File: config.mk
export PLATFORM = sky130hd
export DESIGN_NAME = sedd_csr
export DESIGN_NICKNAME = d
export VERILOG_FILES = /design/src/design/sedd_pkg.sv /design/src/design/sedd_csr.sv
export SDC_FILE = /design/constraint.sdc
export NUM_CORES = 1
export LEC_CHECK = 0
export ABC_CLOCK_PERIOD_IN_PS = 1200
export BUFFER_PORTS_ARGS = -buffer_cell sky130_fd_sc_hd__buf_2
export CAP_MARGIN = 20
export CORE_ASPECT_RATIO = 0.9
export CORE_MARGIN = 1
export CORE_UTILIZATION = 43
export DETAILED_ROUTE_END_ITERATION = 6
export PLACE_DENSITY = 0.77
export SYNTH_ARGS = -nofsm -noshare
export SYNTH_HDL_FRONTEND = slang
export SYNTH_SLANG_ARGS = --single-unit
File: constraint.sdc
create_clock -name clock -period 1.2 [get_ports clock]
set_input_delay 0.12 -clock clock [delete_from_list [all_inputs] [get_ports clock]]
set_output_delay 0.12 -clock clock [all_outputs]
set_load 0.02 [all_outputs]
File: src/design/sedd_pkg.sv
`default_nettype none
package sedd_pkg;

   localparam int MAX_WIDTH = 4096;
   localparam int ADDR_W    = $clog2(MAX_WIDTH);
   localparam int ERR_W     = 9;
   localparam int LEVEL_W   = 4;
   localparam int FWIDTH_W  = 13;
   localparam int FHEIGHT_W = 16;
   localparam int PADDR_W   = 4;
   localparam int RECIP_W   = 26;
   localparam int RECIP_SH  = 25;

   localparam logic [FWIDTH_W-1:0] WIDTH_MAX = FWIDTH_W'(MAX_WIDTH);

   // diffusion weights, sixteenths
   localparam logic [2:0] W_AHEAD  = 3'd1;
   localparam logic [2:0] W_ABOVE  = 3'd5;
   localparam logic [2:0] W_BEHIND = 3'd3;
   localparam logic [2:0] W_CARRY  = 3'd7;

   typedef enum logic [1:0] {
      CSR_LEVEL_BITS   = 2'd0,
      CSR_FRAME_WIDTH  = 2'd1,
      CSR_FRAME_HEIGHT = 2'd2,
      CSR_NONE         = 2'd3
   } csr_index_type;

   typedef enum logic [2:0] {
      ST_IDLE,
      ST_HERE,
      ST_DIFFUSE,
      ST_QUANT,
      ST_DONE
   } state_type;

   typedef struct packed {
      logic [LEVEL_W-1:0]   level_bits;
      logic [FWIDTH_W-1:0]  frame_width;
      logic [FHEIGHT_W-1:0] frame_height;
   } cfg_type;

   // v + trunc(e*num/16), clamped to 0..255
   function automatic logic [7:0] diffuse(input logic [7:0] v,
                                          input logic signed [ERR_W-1:0] e,
                                          input logic [2:0] num);
      logic signed [12:0] p;
      logic signed [12:0] s;
      logic signed [12:0] r;
      p = $signed({{4{e[ERR_W-1]}}, e}) * $signed({10'd0, num});
      if (p[12]) begin
         p = p + 13'sd15;
      end
      s = p >>> 4;
      r = $signed({5'd0, v}) + s;
      if (r[12]) begin
         diffuse = 8'd0;
      end else if (r > 13'sd255) begin
         diffuse = 8'd255;
      end else begin
         diffuse = r[7:0];
      end
   endfunction

   function automatic logic [LEVEL_W-1:0] clamp_bits(input logic [LEVEL_W-1:0] b);
      if (b == '0) begin
         clamp_bits = LEVEL_W'(1);
      end else if (b > LEVEL_W'(8)) begin
         clamp_bits = LEVEL_W'(8);
      end else begin
         clamp_bits = b;
      end
   endfunction

   // levels minus one
   function automatic logic [7:0] level_mask(input logic [LEVEL_W-1:0] b);
      logic [8:0] t;
      t = (9'd1 << b) - 9'd1;
      level_mask = t[7:0];
   endfunction

   // ceil(2^25 / (2^b - 1))
   function automatic logic [RECIP_W-1:0] level_recip(input logic [LEVEL_W-1:0] b);
      case (b)
         LEVEL_W'(1): level_recip = RECIP_W'(33554432);
         LEVEL_W'(2): level_recip = RECIP_W'(11184811);
         LEVEL_W'(3): level_recip = RECIP_W'(4793491);
         LEVEL_W'(4): level_recip = RECIP_W'(2236963);
         LEVEL_W'(5): level_recip = RECIP_W'(1082402);
         LEVEL_W'(6): level_recip = RECIP_W'(532611);
         LEVEL_W'(7): level_recip = RECIP_W'(264209);
         default:     level_recip = RECIP_W'(131587);
      endcase
   endfunction

endpackage
`default_nettype wire

File: src/design/sedd_csr.sv
`default_nettype none
module sedd_csr (
   input  wire logic                         clock,
   input  wire logic                         reset,
   input  wire logic                         psel,
   input  wire logic                         penable,
   input  wire logic                         pwrite,
   input  wire logic [sedd_pkg::PADDR_W-1:0] paddr,
   input  wire logic [31:0]                  pwdata,
   output logic      [31:0]                  prdata,
   output logic                              pready,
   output sedd_pkg::cfg_type                 cfg
);
   import sedd_pkg::*;

   cfg_type       cfg_ff;
   cfg_type       cfg_in;
   csr_index_type index;
   logic          wr_fire;

   assign pready  = 1'b1;
   assign index   = csr_index_type'(paddr[PADDR_W-1:2]);
   assign wr_fire = psel && penable && pwrite;

   always_comb begin
      cfg_in = cfg_ff;
      if (wr_fire) begin
         case (index)
            CSR_LEVEL_BITS:   cfg_in.level_bits   = pwdata[LEVEL_W-1:0];
            CSR_FRAME_WIDTH:  cfg_in.frame_width  = pwdata[FWIDTH_W-1:0];
            CSR_FRAME_HEIGHT: cfg_in.frame_height = pwdata[FHEIGHT_W-1:0];
            default:          cfg_in = cfg_ff;
         endcase
      end
   end

   always_ff @(posedge clock) begin
      if (reset) begin
         cfg_ff.level_bits   <= LEVEL_W'(1);
         cfg_ff.frame_width  <= FWIDTH_W'(640);
         cfg_ff.frame_height <= FHEIGHT_W'(480);
      end else begin
         cfg_ff <= cfg_in;
      end
   end

   always_comb begin
      case (index)
         CSR_LEVEL_BITS:   prdata = {{(32-LEVEL_W){1'b0}}, cfg_ff.level_bits};
         CSR_FRAME_WIDTH:  prdata = {{(32-FWIDTH_W){1'b0}}, cfg_ff.frame_width};
         CSR_FRAME_HEIGHT: prdata = {{(32-FHEIGHT_W){1'b0}}, cfg_ff.frame_height};
         default:          prdata = 32'd0;
      endcase
   end

   assign cfg = cfg_ff;

endmodule
`default_nettype wire

# Yosys cells after proc, flatten, opt, wreduce, memory -nomap -nowiden
# Cells that the tools add are included.
# word_totals
output_inout_bits,66
ff_bits,33
inputBits,41
wordCells,12
# classes
n_eq_ne,2
muxes,1
n_reduce_logical,6
# op_table
operator,count
case mux 16 bit (3 select lines),1
AND reduction 2 bit,3
"== test 2 x 1 -> 1 bit, second input constant",1
"== test 2 bit, second input constant",1
logical AND 1 bit,2
logical NOT 2 bit,1

# Longest topological paths before layout
# logic_depth
word_depth,3
depth_mapped,5
mapped_depth_nobuf,3

# Worst setup path before layout
# No wires, ideal clock.
# synth_timing
kind,input port to output port
startpoint,input port paddr[3] in the netlist's numbering
endpoint,output port prdata[0]
arrival_time_ns,1.034
path_stages,5
path_buffers,2
t_required_ns,1.080
path_slack_ns,0.046
cell_sequence,buf_2 > and2b_1 > buf_2 > nand2_1 > o21ai_0
# synth_between
elab_chain_cells,2
word_cells_on_any_way,4
classes_between,eq/ne (2); mux (1); reduce/logical (1)
# synth_rtl
element,line,rtl
start: declaration,sedd_csr.sv:8,"input wire logic [sedd_pkg::PADDR_W-1:0] paddr,"
== test 2 bit (tied with other cells),sedd_csr.sv:48,case (index)
case mux 16 bit (3 select lines) *,sedd_csr.sv:48,
end: declaration,sedd_csr.sv:10,"output logic [31:0] prdata,"
# Mark *: on every way between the ends. The rest lies on a longest branch, timed or not.

# Worst setup path in the final report
# layout_timing
startpoint,input port paddr[2] in the netlist's numbering
endpoint,output port prdata[7]
# Same word-level chain as after synthesis.

==> metrics.yaml <==
fin_crit_sh_pct: 95.27
drc: 0
crit_slowest_cell: "a22o_1"
layout_commonest_cell: "buf_2"
grt_pass1_vias: 1289
maxSlewViolCount: 0
hold_path_class: "input pin to flip-flop"
num_io_pins: 107
outcome: "complete, no violations"
final_cell_area_um2: 2253
ys_seq_elements: 33
wl_um: 3743
arrival_ns: 1.02
cts_max_level: 2
skew_ns: 0
via_per_inst: 4.772
cts_root_buf: "clkbuf_8"
fp.coreArea_um2: 3784
layout-drive-gt1-share_pct: 37.89
worstPathCellList: "buf_2 > and2b_1 > buf_12 > a22o_1 > buf_2"
ctsResizeCount: 0
antenna_found_initial: 0
die_area_um2: 4282
crit_top_cell: "buf_2"
maxCapViolations: 0
cp.required_ns: 1.08
die_w_um: 68.87
place_hpwl_um: 2752
synth_cells: 183
initial_core_util_pct: 45.73
largest_register_ffs: 33
crit_path_end_kind: "output port"
cts_made_buffers: 5
grt_setup_unrepaired: "no"
rows: 21
clock_latency_ns: 0.27
placed_area_um2: 2145
fin_crit_ns: 1.143
yosysWarnings: 0
worst_hold_slack_ns: 0.1035
irDropWorstVdd_mv: 0.7379
cts_buffer_depth: 2
synth_top_area_share_pct: 38.18
max_freq_ghz: 0.8747
syn_to_final_growth_pct: 30.22
setup_violations: 0
worstPathMaxFanout: 12
synth_top_area_cell: "dfxtp_1"
synth.yosys.seq_area_share_pct: 38.18
cts_tree: "done"
hold_viol: 0
post-cts-setup-buffers: 0
syn-cell-area_um2: 1730
numPortBuffers: 71
num_vias: 1441
synth_cell_types: 18
critPathLaunchType: "input pin"
drtIter0Drc: 50
final_cells: 302
dieHeight_um: 62.18
critPathMaxStageDelay_ns: 0.24
drtAntennaViolNets: 0
post-route-util_pct: 59.56
clkSlewWorstSetupHoldPaths_ns: 0.07
grt_max_degree: 55
gp_congestion: 0.7922
dp.cells: 294
power_density_nw_per_um2: 1049
n_antenna_cell: 0
grt_overflow: 0
wl_per_cell_um: 12.39
syn-mean-instance-area_um2: 9.456
critPathTopFamily: "buffers and inverters"
setup_tns_ns: 0
first_pass_iters: 4
path_buf_inv: 3
hold_buffers: 0
final_cell_mix: "71 x buf_2, 41 x nand2b_1, 37 x mux2i_1"
nets: 296
netlist_top_cells_area: "dfxtp_1 38%, mux2i_1 21%, nand2b_1 15%, buf_4 7.8%, a22o_1 4.6%"
critical_path_class: "input pin to output port"
cts_sinks: 33
leakagePower_nw: 1.122
track_usage_pct: 18.95
grt_pass1_wl_um: 6078
metal layers:
layer | part of all wire, % | track usage [%] | wire length, um | vias up
met4 | 0.96 | 6.122 | 36 | 0
met5 | 0 | 0 | 0 | -
met1 | 46 | 24.74 | 1721 | 663
met3 | 6.2 | 4.412 | 232 | 4
met2 | 47 | 30.10 | 1753 | 56
li1 | - | - | - | 718
area by class of cell:
class	instances	area [um^2]
clock buffers	7	96.34
clock inverters	1	5.005
fillers	356	1530
multi-input cells	136	949.7
flip-flops and latches	33	666.9
well taps	46	57.56
repair buffers	79	478.0
worst reg2reg max path, stage by stage, from the launching register on:
cell and delay (ns):
dfxtp_1 0.36, nand2b_1 0.07, mux2i_1 0.13
kinds of logic (layout without fill, tap and decap cells):
family / count (synthesis) / in the layout / synth area share (%)
AND/OR/NAND/NOR: 69 / 69 / 23.72
flip-flops: 33 / 33 / 38.18
AO/OA/AOI/OAI: 13 / 13 / 5.713
multiplexers: 37 / 37 / 21.40
buffers and inverters: 29 / 87 / 10.56
other: 2 / 17 / 0.4340
where the power goes:
group	switching (W)	total, W	internal [W]
clock	0.000390	0.000908	0.000518
sequential	0.0000107	0.00112	0.00111
combinational	0.000198	0.000334	0.000137
total	0.000598	0.00236	0.00176
Yosys cell counts:
library cell and count:
nand3_1 1, nor3b_1 1, nand2_1 4, dfxtp_1 33, nor2_1 13, and2_1 3
conb_1 2, a22o_1 9, buf_2 5, and2b_1 2, buf_4 18, clkbuf_1 6
nand2b_1 41, nor3b_2 1, o21ai_0 4, mux2i_1 37, nand4_2 2, or3_1 1
metrics by stage:
step,total power [W],setup WS (ns)
after global placement,0.001474,0.06658
after global routing,0.002475,0.005401
final,0.002363,0.05670
after floorplan,0.001393,0.04623
after detailed placement,0.001479,0.05629
after CTS,0.002382,0.02511
worst paths after layout:
kind,from,end,slack [ns],cells past startpoint
setup / recovery,paddr[2],prdata[7],0.06,5
hold reg to reg,cfg[31],cfg[31],0.48,2
hold / removal,pwdata[15],cfg[15],0.10,3
setup reg to reg,cfg[4],cfg[4],0.57,2
(Power assumes the default switching activity.)
