[src/design/sedd_pkg.sv]
`default_nettype none
package sedd_pkg;

   localparam int MAX_WIDTH = 4096;
   localparam int ADDR_W    = $clog2(MAX_WIDTH);
   localparam int ERR_W     = 9;
   localparam int LEVEL_W   = 4;
   localparam int FWIDTH_W  = 13;
   localparam int FHEIGHT_W = 16;
   localparam int PADDR_W   = 4;
   localparam int RECIP_W   = 26;
   localparam int RECIP_SH  = 25;

   localparam logic [FWIDTH_W-1:0] WIDTH_MAX = FWIDTH_W'(MAX_WIDTH);

   // diffusion weights, sixteenths
   localparam logic [2:0] W_AHEAD  = 3'd1;
   localparam logic [2:0] W_ABOVE  = 3'd5;
   localparam logic [2:0] W_BEHIND = 3'd3;
   localparam logic [2:0] W_CARRY  = 3'd7;

   typedef enum logic [1:0] {
      CSR_LEVEL_BITS   = 2'd0,
      CSR_FRAME_WIDTH  = 2'd1,
      CSR_FRAME_HEIGHT = 2'd2,
      CSR_NONE         = 2'd3
   } csr_index_type;

   typedef enum logic [2:0] {
      ST_IDLE,
      ST_HERE,
      ST_DIFFUSE,
      ST_QUANT,
      ST_DONE
   } state_type;

   typedef struct packed {
      logic [LEVEL_W-1:0]   level_bits;
      logic [FWIDTH_W-1:0]  frame_width;
      logic [FHEIGHT_W-1:0] frame_height;
   } cfg_type;

   // v + trunc(e*num/16), clamped to 0..255
   function automatic logic [7:0] diffuse(input logic [7:0] v,
                                          input logic signed [ERR_W-1:0] e,
                                          input logic [2:0] num);
      logic signed [12:0] p;
      logic signed [12:0] s;
      logic signed [12:0] r;
      p = $signed({{4{e[ERR_W-1]}}, e}) * $signed({10'd0, num});
      if (p[12]) begin
         p = p + 13'sd15;
      end
      s = p >>> 4;
      r = $signed({5'd0, v}) + s;
      if (r[12]) begin
         diffuse = 8'd0;
      end else if (r > 13'sd255) begin
         diffuse = 8'd255;
      end else begin
         diffuse = r[7:0];
      end
   endfunction

   function automatic logic [LEVEL_W-1:0] clamp_bits(input logic [LEVEL_W-1:0] b);
      if (b == '0) begin
         clamp_bits = LEVEL_W'(1);
      end else if (b > LEVEL_W'(8)) begin
         clamp_bits = LEVEL_W'(8);
      end else begin
         clamp_bits = b;
      end
   endfunction

   // levels minus one
   function automatic logic [7:0] level_mask(input logic [LEVEL_W-1:0] b);
      logic [8:0] t;
      t = (9'd1 << b) - 9'd1;
      level_mask = t[7:0];
   endfunction

   // ceil(2^25 / (2^b - 1))
   function automatic logic [RECIP_W-1:0] level_recip(input logic [LEVEL_W-1:0] b);
      case (b)
         LEVEL_W'(1): level_recip = RECIP_W'(33554432);
         LEVEL_W'(2): level_recip = RECIP_W'(11184811);
         LEVEL_W'(3): level_recip = RECIP_W'(4793491);
         LEVEL_W'(4): level_recip = RECIP_W'(2236963);
         LEVEL_W'(5): level_recip = RECIP_W'(1082402);
         LEVEL_W'(6): level_recip = RECIP_W'(532611);
         LEVEL_W'(7): level_recip = RECIP_W'(264209);
         default:     level_recip = RECIP_W'(131587);
      endcase
   endfunction

endpackage
`default_nettype wire

[src/design/sedd_quant.sv]
`default_nettype none
module sedd_quant (
   input  wire logic                         clock,
   input  wire logic                         load,
   input  wire logic [7:0]                   value,
   input  wire logic [sedd_pkg::LEVEL_W-1:0] bits,
   output logic      [7:0]                   level
);
   import sedd_pkg::*;

   logic [7:0]         mask;
   logic [15:0]        scaled;
   logic [15:0]        div_sum;
   logic [7:0]         index_in;
   logic [7:0]         index_ff;
   logic [15:0]        numer;
   logic [41:0]        prod;

   assign mask = level_mask(bits);

   // stage 1: index = (v*m + 127) / 255, divide by 255 as add-and-shift
   assign scaled   = {8'd0, value} * {8'd0, mask} + 16'd127;
   assign div_sum  = scaled + {8'd0, scaled[15:8]} + 16'd1;
   assign index_in = div_sum[15:8];

   always_ff @(posedge clock) begin
      if (load) begin
         index_ff <= index_in;
      end
   end

   // stage 2: (index*255 + m/2) / m through a reciprocal
   assign numer = {index_ff, 8'd0} - {8'd0, index_ff} + {9'd0, mask[7:1]};
   assign prod  = 42'(numer) * 42'(level_recip(bits));
   assign level = prod[RECIP_SH+7:RECIP_SH];

endmodule
`default_nettype wire

[config.mk]
export PLATFORM = sky130hd
export DESIGN_NAME = sedd_quant
export DESIGN_NICKNAME = d
export VERILOG_FILES = /design/src/design/sedd_pkg.sv /design/src/design/sedd_quant.sv
export SDC_FILE = /design/constraint.sdc
export NUM_CORES = 1
export LEC_CHECK = 0
export ABC_AREA = 0
export BUFFER_PORTS_ARGS = -buffer_cell sky130_fd_sc_hd__buf_2
export CELL_PAD_IN_SITES_DETAIL_PLACEMENT = 1
export CELL_PAD_IN_SITES_GLOBAL_PLACEMENT = 1
export CORE_MARGIN = 1
export CORE_UTILIZATION = 45
export CTS_BUF_LIST = sky130_fd_sc_hd__clkbuf_4 sky130_fd_sc_hd__clkbuf_8
export DETAILED_ROUTE_END_ITERATION = 7
export GPL_TIMING_DRIVEN = 0
export PLACE_DENSITY_LB_ADDON = 0.12
export SYNTH_ARGS = -nofsm -noshare
export SYNTH_HDL_FRONTEND = slang
export SYNTH_SLANG_ARGS = --single-unit
[constraint.sdc]
create_clock -name clock -period 24.6 [get_ports clock]
set_input_delay 2.46 -clock clock [delete_from_list [all_inputs] [get_ports clock]]
set_output_delay 2.46 -clock clock [all_outputs]
set_load 0.03 [all_outputs]
* Yosys cells after proc, flatten, opt, wreduce, memory -nomap -nowiden *
Index checks and enable logic that the tools add are counted.

storage, ports and cells
  register bits = 8
  bits in latches = 0
  bits in writable memories = 0
  memory bits (read-only) = 0
  input port bits = 14
  output and inout port bits = 8
  logic and storage cells = 18
  memories = 0

cells by class
  add/subtract/negate cells = 6
  multipliers = 2
  divide/modulo/power cells = 0
  order comparisons = 0
  equality and inequality tests = 7
  shifts and indexed selects = 1
  multiplexer cells = 1
  bitwise operators = 0
  reductions and logical operators = 0

operator list
  kind                   count
  $pmux 26 s7            1
  $mul 16x26->33         1
  $add 16x1->16 const B  1
  $add 16x7->16          1
  $add 16x7->16 const B  1
  $add 16x8->16          1
  $eq 4x3->1 const B     4
  $mul 8x8->16           1
  $sub 16x8->16          1
  $eq 4x2->1 const B     2
  $shl 1x4->8 const A    1
  $sub 8x1->8 const B    1
  $eq 4x1->1 const B     1

* Depth between registers and ports, before layout *
  word-level depth = 6
  gate-level depth with buffers = 37
  gate-level depth less buffers = 36

* Worst setup path after synthesis *
Ideal clock, no wire load.

  path type = input to output
  start = input port bits[3] (netlist name)
  end = output port level[7]
  data arrival time = 11.034 ns
  data required time = 22.140 ns
  setup slack = 11.106 ns
  cell stages on the path = 32
  path buffers = 3
  path through = buf_2 or2_1 or3_1 clkbuf_1 ha_1 ha_1 inv_1 fa_1 a211oi_2 o21bai_1 a21oi_1 xor2_1 clkbuf_1 nor2_1 fa_1 fa_1 inv_1 fa_1 inv_1 fa_1 inv_1 fa_1 fa_1 inv_1 ha_1 a21o_1 a211o_1 a2111oi_0 a31oi_2 a311oi_2 o21ai_1 xnor2_1

between the ends
  cells in the longest elaborated chain, start to end = 4
  elaborated cells on any way between the ends = 12

ends and longest elaborated chain
  element             RTL line          source
  from (decl)         sedd_quant.sv:6   input wire logic [sedd_pkg::LEVEL_W-1:0] bits,
  $shl 1x4->8         sedd_pkg.sv:78    t = (9'd1 << b) - 9'd1;
  $sub 8x1->8         sedd_pkg.sv:78
  $add 16x7->16       sedd_quant.sv:33  assign numer = {index_ff, 8'd0} - {8'd0, index_ff} + {9'd0, mask[7:1]};
  $mul 16x26->33 (*)  sedd_quant.sv:34  assign prod = 42'(numer) * 42'(level_recip(bits));
  to (decl)           sedd_quant.sv:7   output logic [7:0] level

Every way passes the cells marked *; elsewhere a longest branch is shown, timed or not.

* Worst setup path after layout *
  start = input port bits[1] (netlist name)
  end = output port level[7]

Same word-level chain as after synthesis.

==> results.ini <==
[yosys]
synthesis.area_um2 = 12500
syn_area_per_cell_um2 = 8.63
yosys.area_share.simple_pct = 15.3
synth_ff_type = edfxtp_1
synth_seq_cells = 8
synthXorXnorAreaFrac_pct = 3.87
synthAdderAreaFrac_pct = 60.1
synth_edf_count = 8
syn-num-nets = 1910
ys_seq_area_share_pct = 1.92
ys_warn_count = 0
synth_compound_area_share_pct = 6.04
syn-instance-count = 1449
async_reset_ff_share_pct = 0
synthMuxAreaShare_pct = 0.160
ys_types = 67
synth_top_family_by_area = adder cells

[clocking]
clk_transition_reported_paths_ps = 40
htree_levels = 1
root_buffer = clkbuf_8
post_cts_buffers = 0
clkSinkCount = 8
clockBufferDepth = 2
cts_tree = done
numCtsBuffers = 3
cts_resized = 0
hold_buffers = 0

[detailed_routing]
avgRoutedWirePerCell_um = 20.7
routed_wl_mm = 38.1
vias = 9637
drtIter0Drc = 408
viasPerCell = 5.23
dr.pass1.iters = 5
ant_nets = 0
drcViolationCount = 0

[timing]
final_max_slew_viol_count = 0
layout_worst_path_cycle_share_pct = 63.1
tightest_slew_ps = 1440
fmax_mhz = 64.4
period_needed_ps = 15530
setup_viol = 0
rsz0062_at_grt = no
max_slew_margin_pct = 3.42
setup_ws_ps = 9070
hold_viol_final = 0
setup_tns_ps = 0

[grt]
grt_usage_pct = 28.7
antenna_found_initial = 1
use_met3_pct = 3.67
grt_busiest_layer = met2
gr-usage-met2_pct = 49.7
gr-total-overflow = 0
grt_pass1_vias = 11000
grt_pass1_wl_mm = 61.4
grt_max_degree = 11
grt_use_met1_pct = 37.9

[place]
dpl_cell_area_um2 = 13100
place_inst = 1839
post-place-ws_ps = 9160
hpwl_mm = 33.9
gp_congestion = 0.940
port_buffers = 17

[final_layout]
instances_no_fill = 1843
design_area_um2 = 13100
reg.largest.list = index_ff: 8 flops
top_register = index_ff
drive_above_1_share_pct = 4.42
largest_reg_flops = 8
area_delta_synth_final_pct = 4.85
final_nets = 1933

[die]
fp-row-count = 60
die_h_um = 169
start_util_pct = 46.1
die-area_um2 = 28500
ios = 22
die_x_um = 169
coreArea_um2 = 27100

[min_path]
hold_path_class = in -> reg
min_delay_path_depth = 1
min_to = index_ff[3]
worstHoldStart = load

[critical_path]
crit_path_frequent_cell = fa_1
slowest_stage = xnor2_1
slowest_delay_ps = 1010
cp_max_fo = 10
crit_required_ps = 22140
critPathCaptureType = primary output
worst-endpoint-arrival_ps = 13070
worstSetupStartpointType = primary input
path_class = in -> out

[job]
maxCapViolCount = 0

[status]
status = finished clean

critical path: cells and delay by family:
family	cells	cell delay (ps)
adders and majority gates	8	3750
AOI/OAI and AO/OA	7	2210
buffers and inverters	10	1920
xor gates and xnor gates	3	1730
and+or+nand+nor	4	1010
worst max path at each step:
stage | start | slack, ps | endpoint | cells after the start
floorplan | bits[3] | 11110 | level[7] | 32
global placement | bits[1] | 9150 | level[7] | 32
detailed placement | bits[3] | 9160 | level[7] | 32
CTS | bits[3] | 9100 | level[7] | 32
global route | bits[3] | 8550 | level[7] | 32
finish | bits[1] | 9070 | level[7] | 32
layer usage:
layer	share of wire, %	up-vias
met2	49	206
met3	5.0	48
met5	0	-
li1	-	4415
met4	2.7	0
met1	44	4968
placed cells by master, fill, tap and decap left out, types with 5 or more instances in the layout:
cell type / Yosys / final
a21o_1: 16 / 16
a21oi_1: 38 / 38
and2_1: 18 / 18
buf_2: 3 / 20
clkbuf_1: 37 / 37
edfxtp_1: 8 / 8
fa_1: 256 / 256
ha_1: 191 / 191
inv_1: 378 / 378
nand2_1: 100 / 100
nand2b_1: 41 / 41
nand3_1: 14 / 14
nor2_1: 155 / 155
nor2b_1: 10 / 10
nor3_1: 17 / 16
o21ai_0: 14 / 14
o21ai_1: 9 / 9
or2_2: 22 / 22
or3_1: 5 / 5
xnor2_1: 34 / 34
xor2_1: 15 / 15
synth_stat cells (all sizes together), types with 3 or more instances:
cell | number | area share, %
a211oi | 4 | 0.28
a21o | 16 | 0.96
a21oi | 39 | 1.6
a221oi | 3 | 0.26
a31oi | 3 | 0.20
and2 | 18 | 0.90
and3 | 4 | 0.21
buf | 4 | 0.15
clkbuf | 37 | 1.1
edfxtp | 8 | 1.9
fa | 256 | 41
ha | 191 | 19
inv | 379 | 11
nand2 | 100 | 3.0
nand2b | 41 | 2.1
nand3 | 14 | 0.56
nand4 | 3 | 0.15
nor2 | 156 | 4.7
nor2b | 10 | 0.50
nor3 | 18 | 0.76
nor3b | 3 | 0.22
o211ai | 3 | 0.18
o21ai | 24 | 0.99
o21bai | 3 | 0.18
o22ai | 3 | 0.20
or2 | 24 | 1.2
or3 | 6 | 0.34
xnor2 | 36 | 2.6
xor2 | 15 | 1.1
metrics by stage:
step                hold WS [ps]  util (%)
global route                2580      48.4
CTS                         2570      48.4
detailed placement          2810      48.2
finish                      2560      48.4
global placement            2800      48.2
floorplan                   2570         -
cell families (layout without fill, tap and decap cells):
family	after synthesis	after routing
compound gates	114	114
flops	8	8
xor+xnor	52	52
mux	2	2
fa+ha+maj	447	447
buf+inv	420	441
other cells	0	1
simple gates	406	406
final cells by class:
type,count,area (µm²)
buffer,41,158
antenna,1,2.50
fill,3240,14000
timing repair buffer,18,92.6
tap,372,465
clock buffer,3,41.3
sequential,8,240
multi-input combinational,1021,10700
inverter,379,1420
Power is left out: the tool's default activity adds up to more than one toggle a clock period on the data nets, which glitch-free logic cannot reach.
